[src/hdl/smlc_pkg.sv]
// Shared types, constants and helpers of the stereo mixer with low-pass and clip.
// No dependencies; every other file of the block but smlc_if imports this package.
package smlc_pkg;

  localparam int unsigned PCT_DIV     = 100;
  localparam int unsigned FRAC_BITS   = 16;
  localparam int unsigned OP_W        = 32;
  localparam int unsigned PROD_W      = 2 * OP_W;
  localparam int unsigned SAMPLE_W    = 16;
  // Magnitude of any value that is divided by 100 stays below 2**DIV_W.
  localparam int unsigned DIV_W       = 27;
  localparam int unsigned PCT_LOG2    = 7;
  localparam int unsigned RECIP_SHIFT = DIV_W + PCT_LOG2;
  localparam int unsigned QUOT_W      = RECIP_SHIFT + OP_W - RECIP_SHIFT - 11;
  localparam int unsigned MIX_W       = QUOT_W + 1;
  localparam int unsigned FA_W        = 17;

  // Rounded-up reciprocal of 100: exact floor division for dividends below 2**DIV_W.
  localparam logic [OP_W-1:0] RECIP_PCT =
      OP_W'(((64'd1 << RECIP_SHIFT) + 64'(PCT_DIV) - 64'd1) / 64'(PCT_DIV));
  localparam logic [OP_W-1:0] UNITY_Q16 = OP_W'(64'd1 << FRAC_BITS);

  localparam logic signed [SAMPLE_W-1:0] CLIP_HI = 16'sh7FFF;
  localparam logic signed [SAMPLE_W-1:0] CLIP_LO = 16'sh8000;

  typedef enum logic [7:0] {
    REG_PSG_GAIN       = 8'd0,
    REG_FM_GAIN        = 8'd1,
    REG_LOWPASS_ENABLE = 8'd2,
    REG_LOWPASS_RANGE  = 8'd3
  } reg_idx_e;

  typedef struct packed {
    logic [7:0] psg_gain;
    logic [7:0] fm_gain;
    logic       lp_en;
    logic [6:0] pole_pct;
  } cfg_t;

  typedef struct packed {
    logic signed [15:0] psg_sample;
    logic signed [19:0] fm_left;
    logic signed [19:0] fm_right;
  } item_t;

  typedef struct packed {
    logic signed [15:0] left_out;
    logic signed [15:0] right_out;
  } result_t;

  typedef struct packed {
    logic [OP_W-1:0] op_a;
    logic [OP_W-1:0] op_b;
  } mul_req_t;

  // Saturate a mixed channel value to the signed 16-bit sample range.
  function automatic logic signed [SAMPLE_W-1:0] clip16(input logic signed [MIX_W-1:0] v);
    logic signed [SAMPLE_W-1:0] res;
    if (v > MIX_W'(CLIP_HI)) begin
      res = CLIP_HI;
    end else if (v < MIX_W'(CLIP_LO)) begin
      res = CLIP_LO;
    end else begin
      res = v[SAMPLE_W-1:0];
    end
    return res;
  endfunction

endpackage

[src/hdl/smlc_if.sv]
// Valid/ready channel interfaces: sample input, mixed result output, register writes.
// Widths follow the field widths held in smlc_pkg.
interface smlc_in_if;
  logic               valid;
  logic               ready;
  logic signed [15:0] psg_sample;
  logic signed [19:0] fm_left;
  logic signed [19:0] fm_right;
  modport source (output valid, psg_sample, fm_left, fm_right, input ready);
  modport sink   (input valid, psg_sample, fm_left, fm_right, output ready);
endinterface

interface smlc_out_if;
  logic               valid;
  logic               ready;
  logic signed [15:0] left_out;
  logic signed [15:0] right_out;
  modport source (output valid, left_out, right_out, input ready);
  modport sink   (input valid, left_out, right_out, output ready);
endinterface

interface smlc_cfg_if;
  logic       valid;
  logic       ready;
  logic [7:0] index;
  logic [7:0] data;
  modport source (output valid, index, data, input ready);
  modport sink   (input valid, index, data, output ready);
endinterface

[src/hdl/smlc_mul.sv]
// Shared 32 x 32 unsigned multiplier with a registered 64-bit product.
// Depends on smlc_pkg for the operand request type.
module smlc_mul import smlc_pkg::*; (
  input  logic              clk_i,
  input  mul_req_t          req_i,
  output logic [PROD_W-1:0] prod_o
);

  logic [PROD_W-1:0] prod_d;

  assign prod_d = PROD_W'(req_i.op_a) * PROD_W'(req_i.op_b);

  always_ff @(posedge clk_i) begin
    prod_o <= prod_d;
  end

endmodule

[src/hdl/smlc_core.sv]
// Sequencer and datapath: gains, divide by 100, one-pole filter, clip.
// Depends on smlc_pkg and drives the shared multiplier smlc_mul.
module smlc_core import smlc_pkg::*; (
  input  logic    clk_i,
  input  logic    rst_ni,
  input  cfg_t    cfg_i,
  input  logic    in_valid_i,
  output logic    in_ready_o,
  input  item_t   item_i,
  output logic    res_valid_o,
  input  logic    res_ready_i,
  output result_t res_o
);

  typedef enum logic [12:0] {
    ST_IDLE = 13'b0_0000_0000_0001,
    ST_MPSG = 13'b0_0000_0000_0010,
    ST_DPSG = 13'b0_0000_0000_0100,
    ST_MFL  = 13'b0_0000_0000_1000,
    ST_DFL  = 13'b0_0000_0001_0000,
    ST_MFR  = 13'b0_0000_0010_0000,
    ST_DFR  = 13'b0_0000_0100_0000,
    ST_MFA  = 13'b0_0000_1000_0000,
    ST_MPL  = 13'b0_0001_0000_0000,
    ST_MQL  = 13'b0_0010_0000_0000,
    ST_MPR  = 13'b0_0100_0000_0000,
    ST_MQR  = 13'b0_1000_0000_0000,
    ST_DONE = 13'b1_0000_0000_0000
  } state_e;

  state_e            state_q, state_d;
  item_t             item_q;
  logic              sign_q;
  logic [MIX_W-1:0]  psg_mix_q, left_q, right_q;
  logic [FA_W-1:0]   fa_q;
  logic [OP_W-1:0]   part_q;
  logic [OP_W-1:0]   lacc_q, racc_q;

  mul_req_t          mul_req;
  logic [PROD_W-1:0] prod;
  logic [OP_W-1:0]   prod_lo, prod_neg;
  logic [DIV_W-1:0]  mag;
  logic [MIX_W-1:0]  quot_ext, quot_s;
  logic [FA_W-1:0]   fa_new;
  logic [OP_W-1:0]   fb, acc_sum;

  smlc_mul u_mul (
    .clk_i  (clk_i),
    .req_i  (mul_req),
    .prod_o (prod)
  );

  assign prod_lo  = prod[OP_W-1:0];
  assign prod_neg = OP_W'(0) - prod_lo;
  assign mag      = prod_lo[OP_W-1] ? prod_neg[DIV_W-1:0] : prod_lo[DIV_W-1:0];
  assign quot_ext = MIX_W'(prod[RECIP_SHIFT +: QUOT_W]);
  assign quot_s   = sign_q ? (MIX_W'(0) - quot_ext) : quot_ext;
  assign fa_new   = prod[RECIP_SHIFT +: FA_W];
  assign fb       = UNITY_Q16 - OP_W'(fa_q);
  assign acc_sum  = part_q + prod_lo;

  always_comb begin
    state_d      = state_q;
    mul_req      = '0;
    in_ready_o   = 1'b0;
    res_valid_o  = 1'b0;
    case (state_q)
      ST_IDLE: begin
        in_ready_o = 1'b1;
        if (in_valid_i) begin
          state_d = ST_MPSG;
        end
      end
      ST_MPSG: begin
        mul_req.op_a = OP_W'(item_q.psg_sample);
        mul_req.op_b = OP_W'(cfg_i.psg_gain);
        state_d      = ST_DPSG;
      end
      ST_DPSG: begin
        mul_req.op_a = OP_W'(mag);
        mul_req.op_b = RECIP_PCT;
        state_d      = ST_MFL;
      end
      ST_MFL: begin
        mul_req.op_a = OP_W'(item_q.fm_left);
        mul_req.op_b = OP_W'(cfg_i.fm_gain);
        state_d      = ST_DFL;
      end
      ST_DFL: begin
        mul_req.op_a = OP_W'(mag);
        mul_req.op_b = RECIP_PCT;
        state_d      = ST_MFR;
      end
      ST_MFR: begin
        mul_req.op_a = OP_W'(item_q.fm_right);
        mul_req.op_b = OP_W'(cfg_i.fm_gain);
        state_d      = ST_DFR;
      end
      ST_DFR: begin
        mul_req.op_a = OP_W'(mag);
        mul_req.op_b = RECIP_PCT;
        state_d      = ST_MFA;
      end
      ST_MFA: begin
        // The filter factor is the range scaled to 16.16 and divided by 100.
        mul_req.op_a = OP_W'(cfg_i.pole_pct) << FRAC_BITS;
        mul_req.op_b = RECIP_PCT;
        state_d      = cfg_i.lp_en ? ST_MPL : ST_DONE;
      end
      ST_MPL: begin
        mul_req.op_a = OP_W'($signed(lacc_q[OP_W-1:FRAC_BITS]));
        mul_req.op_b = OP_W'(fa_new);
        state_d      = ST_MQL;
      end
      ST_MQL: begin
        mul_req.op_a = OP_W'($signed(left_q));
        mul_req.op_b = fb;
        state_d      = ST_MPR;
      end
      ST_MPR: begin
        mul_req.op_a = OP_W'($signed(racc_q[OP_W-1:FRAC_BITS]));
        mul_req.op_b = OP_W'(fa_q);
        state_d      = ST_MQR;
      end
      ST_MQR: begin
        mul_req.op_a = OP_W'($signed(right_q));
        mul_req.op_b = fb;
        state_d      = ST_DONE;
      end
      ST_DONE: begin
        // With the filter on, the last product is requested again so that it stays
        // in place while the result waits for the output register.
        mul_req.op_a = OP_W'($signed(right_q));
        mul_req.op_b = fb;
        res_valid_o  = 1'b1;
        if (res_ready_i) begin
          state_d = ST_IDLE;
        end
      end
      default: begin
        state_d = ST_IDLE;
      end
    endcase
  end

  // The right accumulator is complete only after the last product lands in DONE.
  always_comb begin
    if (cfg_i.lp_en) begin
      res_o.left_out  = lacc_q[OP_W-1:FRAC_BITS];
      res_o.right_out = acc_sum[OP_W-1:FRAC_BITS];
    end else begin
      res_o.left_out  = clip16(left_q);
      res_o.right_out = clip16(right_q);
    end
  end

  always_ff @(posedge clk_i or negedge rst_ni) begin
    if (!rst_ni) begin
      state_q <= ST_IDLE;
      lacc_q  <= '0;
      racc_q  <= '0;
    end else begin
      state_q <= state_d;
      if (state_q == ST_MPR) begin
        lacc_q <= acc_sum;
      end
      if (state_q == ST_DONE && res_ready_i && cfg_i.lp_en) begin
        racc_q <= acc_sum;
      end
    end
  end

  always_ff @(posedge clk_i) begin
    case (state_q)
      ST_IDLE: begin
        if (in_valid_i) begin
          item_q <= item_i;
        end
      end
      ST_DPSG, ST_DFL, ST_DFR: begin
        sign_q <= prod_lo[OP_W-1];
      end
      ST_MFL: begin
        psg_mix_q <= quot_s;
      end
      ST_MFR: begin
        left_q <= psg_mix_q + quot_s;
      end
      ST_MFA: begin
        right_q <= psg_mix_q + quot_s;
      end
      ST_MPL: begin
        fa_q <= fa_new;
      end
      ST_MQL, ST_MQR: begin
        part_q <= prod_lo;
      end
      default: begin
      end
    endcase
  end

endmodule

[src/hdl/stereo_mixer_lowpass_clip_unit.sv]
// Top level of the stereo mixer with one-pole low-pass and, when bypassed, 16-bit clipping.
// Depends on smlc_pkg, the channel interfaces in smlc_if and the core smlc_core.
//
//   channel   modport  payload                              role
//   in_i      sink     psg_sample, fm_left, fm_right        one sample set per item
//   out_o     source   left_out, right_out                  one mixed pair per item
//   cfg_i     sink     index, data                          register writes, always ready
//
// An item steps through its gain products, divides and filter factor, then four filter
// products if the filter is enabled; every product and every divide by 100 goes
// through one shared 32 x 32 multiplier, one use per cycle.
// Reset restores the register defaults and clears both filter accumulators.
// A finished pair waits in the output register, so a new item is taken while the
// previous result is still unread; the core holds in its final step only if the
// output register is still full when the next pair is ready.
module stereo_mixer_lowpass_clip_unit import smlc_pkg::*; (
  input  logic clk_i,
  input  logic rst_ni,
  smlc_in_if.sink    in_i,
  smlc_out_if.source out_o,
  smlc_cfg_if.sink   cfg_i
);

  cfg_t    cfg_q;
  item_t   item;
  result_t res, out_q;
  logic    out_valid_q;
  logic    core_ready, res_valid, res_ready;

  // Register writes. Unknown indexes are ignored.
  assign cfg_i.ready = 1'b1;

  always_ff @(posedge clk_i or negedge rst_ni) begin
    if (!rst_ni) begin
      cfg_q.psg_gain <= 8'd100;
      cfg_q.fm_gain  <= 8'd100;
      cfg_q.lp_en    <= 1'b0;
      cfg_q.pole_pct <= 7'd50;
    end else if (cfg_i.valid) begin
      case (reg_idx_e'(cfg_i.index))
        REG_PSG_GAIN:       cfg_q.psg_gain <= cfg_i.data;
        REG_FM_GAIN:        cfg_q.fm_gain  <= cfg_i.data;
        REG_LOWPASS_ENABLE: cfg_q.lp_en    <= cfg_i.data[0];
        REG_LOWPASS_RANGE:  cfg_q.pole_pct <= cfg_i.data[6:0];
        default: begin
        end
      endcase
    end
  end

  assign item.psg_sample = in_i.psg_sample;
  assign item.fm_left    = in_i.fm_left;
  assign item.fm_right   = in_i.fm_right;
  assign in_i.ready      = core_ready;

  smlc_core u_core (
    .clk_i       (clk_i),
    .rst_ni      (rst_ni),
    .cfg_i       (cfg_q),
    .in_valid_i  (in_i.valid),
    .in_ready_o  (core_ready),
    .item_i      (item),
    .res_valid_o (res_valid),
    .res_ready_i (res_ready),
    .res_o       (res)
  );

  // Output register: refilled in the same cycle that its pair is taken.
  assign res_ready = !out_valid_q || out_o.ready;

  always_ff @(posedge clk_i or negedge rst_ni) begin
    if (!rst_ni) begin
      out_valid_q <= 1'b0;
    end else if (res_ready) begin
      out_valid_q <= res_valid;
    end
  end

  always_ff @(posedge clk_i) begin
    if (res_valid && res_ready) begin
      out_q <= res;
    end
  end

  assign out_o.valid     = out_valid_q;
  assign out_o.left_out  = out_q.left_out;
  assign out_o.right_out = out_q.right_out;

  // After an accepted item the core is neither ready for input nor offering a result.
  assert property (@(posedge clk_i) disable iff (!rst_ni)
      (in_i.valid && in_i.ready) |=> (!core_ready && !res_valid))
    else $error("core took an item and was not busy with it");

  // A result handed to the output register returns the core to idle.
  assert property (@(posedge clk_i) disable iff (!rst_ni)
      (res_valid && res_ready) |=> (core_ready && out_valid_q))
    else $error("result handoff did not free the core or fill the output");

  // The core never offers a result while it is also taking an item.
  assert property (@(posedge clk_i) disable iff (!rst_ni)
      res_valid |-> !core_ready)
    else $error("core offered a result while ready for input");

  // The output register fills only from a core handoff.
  assert property (@(posedge clk_i) disable iff (!rst_ni)
      $rose(out_valid_q) |-> $past(res_valid && res_ready))
    else $error("output became valid without a result from the core");

endmodule

[src/flat_wrapper.sv]
// flat-port wrapper written by rule: the top's interface ports become plain ports
module stereo_mixer_lowpass_clip_unit_flat import smlc_pkg::*;
  (clk_i, rst_ni, in_i_valid, in_i_psg_sample, in_i_fm_left, in_i_fm_right, in_i_ready, out_o_valid, out_o_left_out, out_o_right_out, out_o_ready, cfg_i_valid, cfg_i_index, cfg_i_data, cfg_i_ready);
  smlc_in_if in_i_i ();
  smlc_out_if out_o_i ();
  smlc_cfg_if cfg_i_i ();
  input  logic clk_i;
  input  logic rst_ni;
  input wire logic [$bits(in_i_i.valid)-1:0] in_i_valid;
  input wire logic [$bits(in_i_i.psg_sample)-1:0] in_i_psg_sample;
  input wire logic [$bits(in_i_i.fm_left)-1:0] in_i_fm_left;
  input wire logic [$bits(in_i_i.fm_right)-1:0] in_i_fm_right;
  output wire logic [$bits(in_i_i.ready)-1:0] in_i_ready;
  output wire logic [$bits(out_o_i.valid)-1:0] out_o_valid;
  output wire logic [$bits(out_o_i.left_out)-1:0] out_o_left_out;
  output wire logic [$bits(out_o_i.right_out)-1:0] out_o_right_out;
  input wire logic [$bits(out_o_i.ready)-1:0] out_o_ready;
  input wire logic [$bits(cfg_i_i.valid)-1:0] cfg_i_valid;
  input wire logic [$bits(cfg_i_i.index)-1:0] cfg_i_index;
  input wire logic [$bits(cfg_i_i.data)-1:0] cfg_i_data;
  output wire logic [$bits(cfg_i_i.ready)-1:0] cfg_i_ready;
  assign in_i_i.valid = in_i_valid;
  assign in_i_i.psg_sample = in_i_psg_sample;
  assign in_i_i.fm_left = in_i_fm_left;
  assign in_i_i.fm_right = in_i_fm_right;
  assign in_i_ready = in_i_i.ready;
  assign out_o_valid = out_o_i.valid;
  assign out_o_left_out = out_o_i.left_out;
  assign out_o_right_out = out_o_i.right_out;
  assign out_o_i.ready = out_o_ready;
  assign cfg_i_i.valid = cfg_i_valid;
  assign cfg_i_i.index = cfg_i_index;
  assign cfg_i_i.data = cfg_i_data;
  assign cfg_i_ready = cfg_i_i.ready;
  stereo_mixer_lowpass_clip_unit u_core (.clk_i(clk_i), .rst_ni(rst_ni), .in_i(in_i_i), .out_o(out_o_i), .cfg_i(cfg_i_i));
endmodule
[config.mk]
export PLATFORM = sky130hd
export DESIGN_NAME = stereo_mixer_lowpass_clip_unit_flat
export DESIGN_NICKNAME = d
export VERILOG_FILES = /design/src/hdl/smlc_pkg.sv /design/src/hdl/smlc_if.sv /design/src/hdl/smlc_mul.sv /design/src/hdl/smlc_core.sv /design/src/hdl/stereo_mixer_lowpass_clip_unit.sv /design/src/flat_wrapper.sv
export SDC_FILE = /design/constraint.sdc
export NUM_CORES = 2
export LEC_CHECK = 0
export BUFFER_PORTS_ARGS = -buffer_cell sky130_fd_sc_hd__buf_2
export CAP_MARGIN = 10
export CORE_ASPECT_RATIO = 0.7
export CORE_UTILIZATION = 35
export CTS_BUF_LIST = sky130_fd_sc_hd__clkbuf_16
export CTS_CLUSTER_SIZE = 40
export DETAILED_ROUTE_END_ITERATION = 16
export PLACE_DENSITY_LB_ADDON = 0.1
export SLEW_MARGIN = 10
export SYNTH_ARGS = -nofsm -noshare
export SYNTH_HDL_FRONTEND = slang
export SYNTH_SLANG_ARGS = --single-unit
[constraint.sdc]
create_clock -name clk_i -period 9.15 [get_ports clk_i]
set_input_delay 1.3725 -clock clk_i [delete_from_list [all_inputs] [get_ports clk_i]]
set_output_delay 1.3725 -clock clk_i [all_outputs]
set_load 0.02 [all_outputs]
==> impl_metrics.sql <==
INSERT INTO impl_metrics (metric_group, metric, value, unit) VALUES
('place', 'post-place-cells', '6516', ''),
('synth', 'netlist_instances', '4234', ''),
('layout', 'mostFrequentLayoutCell', 'inv_1', ''),
('place', 'dpl_ws', '-1660', 'ps'),
('synth', 'count_of_flip_flops_with_a_built_in_enable_after_synthesis', '204', ''),
('cts', 'h-tree-depth', '2', ''),
('layout', 'design_area', '54100', 'sq um'),
('worst_setup_path', 'end_kind', 'flop', ''),
('layout', 'seq_area', '8960', 'sq um'),
('synth', 'yosysSeqAreaShare', '0.209', ''),
('sta', 'finalCriticalPeriod', '9550', 'ps'),
('synth', 'dominant_combinational_cell_family_by_area_after_synthesis', 'adder cells', ''),
('worst_setup_path', 'cpLargestDelayFamily', 'adder cells', ''),
('routing', 'drtIter0Drc', '2655', ''),
('floorplan', 'top_ports', '112', ''),
('cts', 'cts_max_path_buffers', '3', ''),
('layout', 'final_stage_net_count', '6158', ''),
('sta', 'max_fclk', '0.105', 'GHz'),
('floorplan', 'floorplan.die.height', '295', 'um'),
('synth', 'postSynth.topFlopCell', 'edfxtp_1', ''),
('sta', 'timing.final.hold_violations', '0', ''),
('cts', 'cts_inserted_buffers', '35', ''),
('power', 'total_power_per_unit_cell_area', '86.7', 'nW/um^2'),
('synth', 'postSynthNetCount', '5413', ''),
('synth', 'post_synth_mux_area_share', '0.0106', ''),
('synth', 'synth-compound-area-share', '0.0789', ''),
('routing', 'firstDrtPassIters', '7', ''),
('sta', 'final.setup.worst_slack', '-398', 'ps'),
('routing', 'vias', '32400', ''),
('synth', 'yosys.area_share.adder', '0.469', ''),
('floorplan', 'dieWidth', '421', 'um'),
('floorplan', 'floorplan.initialDensity', '0.353', ''),
('run_status', 'run_status', 'finished, violations left', ''),
('place', 'total_cell_area_at_the_placement_stage', '51100', 'sq um'),
('synth', 'synth_xor_xnor_area_share', '0.0288', ''),
('synth', 'yosysWarnings', '0', ''),
('layout', 'layout.core_utilization', '0.444', ''),
('worst_setup_path', 'cp_common_cell', 'fa_1', ''),
('synth', 'mean_cell_area_of_the_mapped_netlist', '10.1', 'sq um'),
('place', 'portBuffers', '110', ''),
('sta', 'timing.final.setup_violations', '22', ''),
('layout', 'most-common-layout-cells', '929 x inv_1, 802 x fa_1, 643 x buf_4', ''),
('cts', 'clkSlewWorstSetupHoldPaths', '60', 'ps'),
('routing', 'routed_wire_length', '150000', 'um'),
('layout', 'layout-drive-gt1-share', '0.248', ''),
('global_route', 'antenna_violations_before_repair', '7', ''),
('cts', 'cts_tree', 'done', ''),
('sta', 'final_max_slew_viol_count', '0', ''),
('sta', 'setup-tns-final', '-4060', 'ps'),
('routing', 'ant_nets', '0', ''),
('sta', 'slew_headroom', '0.223', ''),
('synth', 'async_reset_ff_frac', '0.214', ''),
('min_path', 'holdCritPathClass', 'reg -> reg', ''),
('worst_setup_path', 'cp.arrival', '9960', 'ps'),
('global_route', 'grt_max_degree', '71', ''),
('global_route', 'groute.usage.overall', '0.248', ''),
('sta', 'tightestPinTransition', '1160', 'ps'),
('layout', 'fill_cells', '11800', ''),
('sta', 'hold-worst-slack', '458', 'ps'),
('worst_setup_path', 'critPathLaunchType', 'flop', ''),
('sta', 'setup_repair_after_global_routing_missed_its_margin', 'yes', ''),
('floorplan', 'die_outline_area', '124000', 'sq um'),
('run_status', 'violations', 'negative setup slack', ''),
('power', 'total_leakage_power', '26.5', 'nW'),
('power', 'p_total', '4.69', 'mW'),
('synth', 'syn_area', '42900', 'sq um'),
('place', 'gp_congestion', '0.930', ''),
('global_route', 'grt_first_pass_wirelength', '224000', 'um'),
('cts', 'clk_latency', '540', 'ps'),
('cts', 'cts_hold_buf', '0', ''),
('cts', 'tritoncts_num_sinks', '327', '');
-- cell families after synthesis --
family,count (synthesis)
multiplexers,42
flip-flops,327
other,1
AND/OR/NAND/NOR,1019
buffers and inverters,1099
adder cells (fa/ha/maj),1102
XOR/XNOR,141
AO/OA/AOI/OAI,503
-- final cells by class --
class | count | area share
antenna | 2 | 0.0000926
tap | 1635 | 0.0378
inverter | 944 | 0.0656
sequential | 327 | 0.166
multi-input combinational | 2808 | 0.576
clock buffer | 37 | 0.0171
timing repair buffer | 863 | 0.135
clock inverter | 23 | 0.00301
-- Yosys cell counts (all sizes together) (22+ instances only) --
library cell,n
a21o,52
a21oi,96
a22oi,43
buf,29
clkbuf,126
dfrtp,60
dfxtp,53
edfxtp,204
fa,843
ha,259
inv,944
mux2,29
nand2,341
nand2b,41
nand3,30
nand4,23
nor2,391
nor3,24
o21ai,139
o31ai,22
or2,42
xnor2,103
xor2,38
-- registers in the layout (all words and copies together), names as in the netlist --
name / flops
u_core.u_core.state_q: 13
u_core.u_core.sign_q: 1
u_core.out_o.left_out: 16
u_core.u_core.u_mul.prod_o: 53
u_core.u_core.part_q: 32
u_core.u_core.left_q: 22
u_core.u_core.racc_q: 16
u_core.u_core.lacc_q: 16
u_core.cfg_q: 24
u_core.u_core.psg_mix_q: 22
u_core.out_o.right_out: 16
u_core.u_core.right_q: 22
u_core.out_o.valid: 1
u_core.u_core.item_q: 56
u_core.u_core.fa_q: 17
-- metal layers --
metal  routed length [um]  vias up  part of all wire  track usage
li1                     -    14700                 -            -
met1                78300    16700              0.52        0.414
met2                59300      929              0.40        0.336
met3                10900       86             0.073       0.0449
met4                 1570        0             0.010       0.0229
met5                    0        -                 0            0
-- power by group --
group	leakage [nW]	switching (mW)	total (mW)	internal (mW)
logic	22.7	0.900	1.51	0.613
clock network	0.568	0.618	1.41	0.788
registers	3.27	0.0589	1.77	1.71
-- repair_timing --
item                                    CTS  global route
resized for setup                       203           102
pin swaps                                80            64
endpoints found under the setup margin   30            30
cloned                                    0             0
setup buffers                            47            21
-- worst paths after layout --
kind | startpoint | endpoint | slack (ps) | depth (start not counted)
worst max-delay path | u_core.u_core.u_mul.prod_o[11]$_DFF_P_ | u_core.u_core.u_mul.prod_o[54]$_DFF_P_ | -400 | 33
max in group asynchronous | rst_ni | u_core.u_core.racc_q[20]$_DFFE_PN0P_ | 7430 | 1
min in group asynchronous | rst_ni | u_core.u_core.state_q[2]$_DFFE_PN0P_ | 1000 | 1
worst max register to register | u_core.u_core.u_mul.prod_o[11]$_DFF_P_ | u_core.u_core.u_mul.prod_o[54]$_DFF_P_ | -400 | 33
worst min-delay path | u_core.u_core.u_mul.prod_o[30]$_DFF_P_ | u_core.u_core.part_q[30]$_DFFE_PP_ | 460 | 0
worst min register to register | u_core.u_core.u_mul.prod_o[30]$_DFF_P_ | u_core.u_core.part_q[30]$_DFFE_PP_ | 460 | 0
Power figures use the tool's default switching activity.
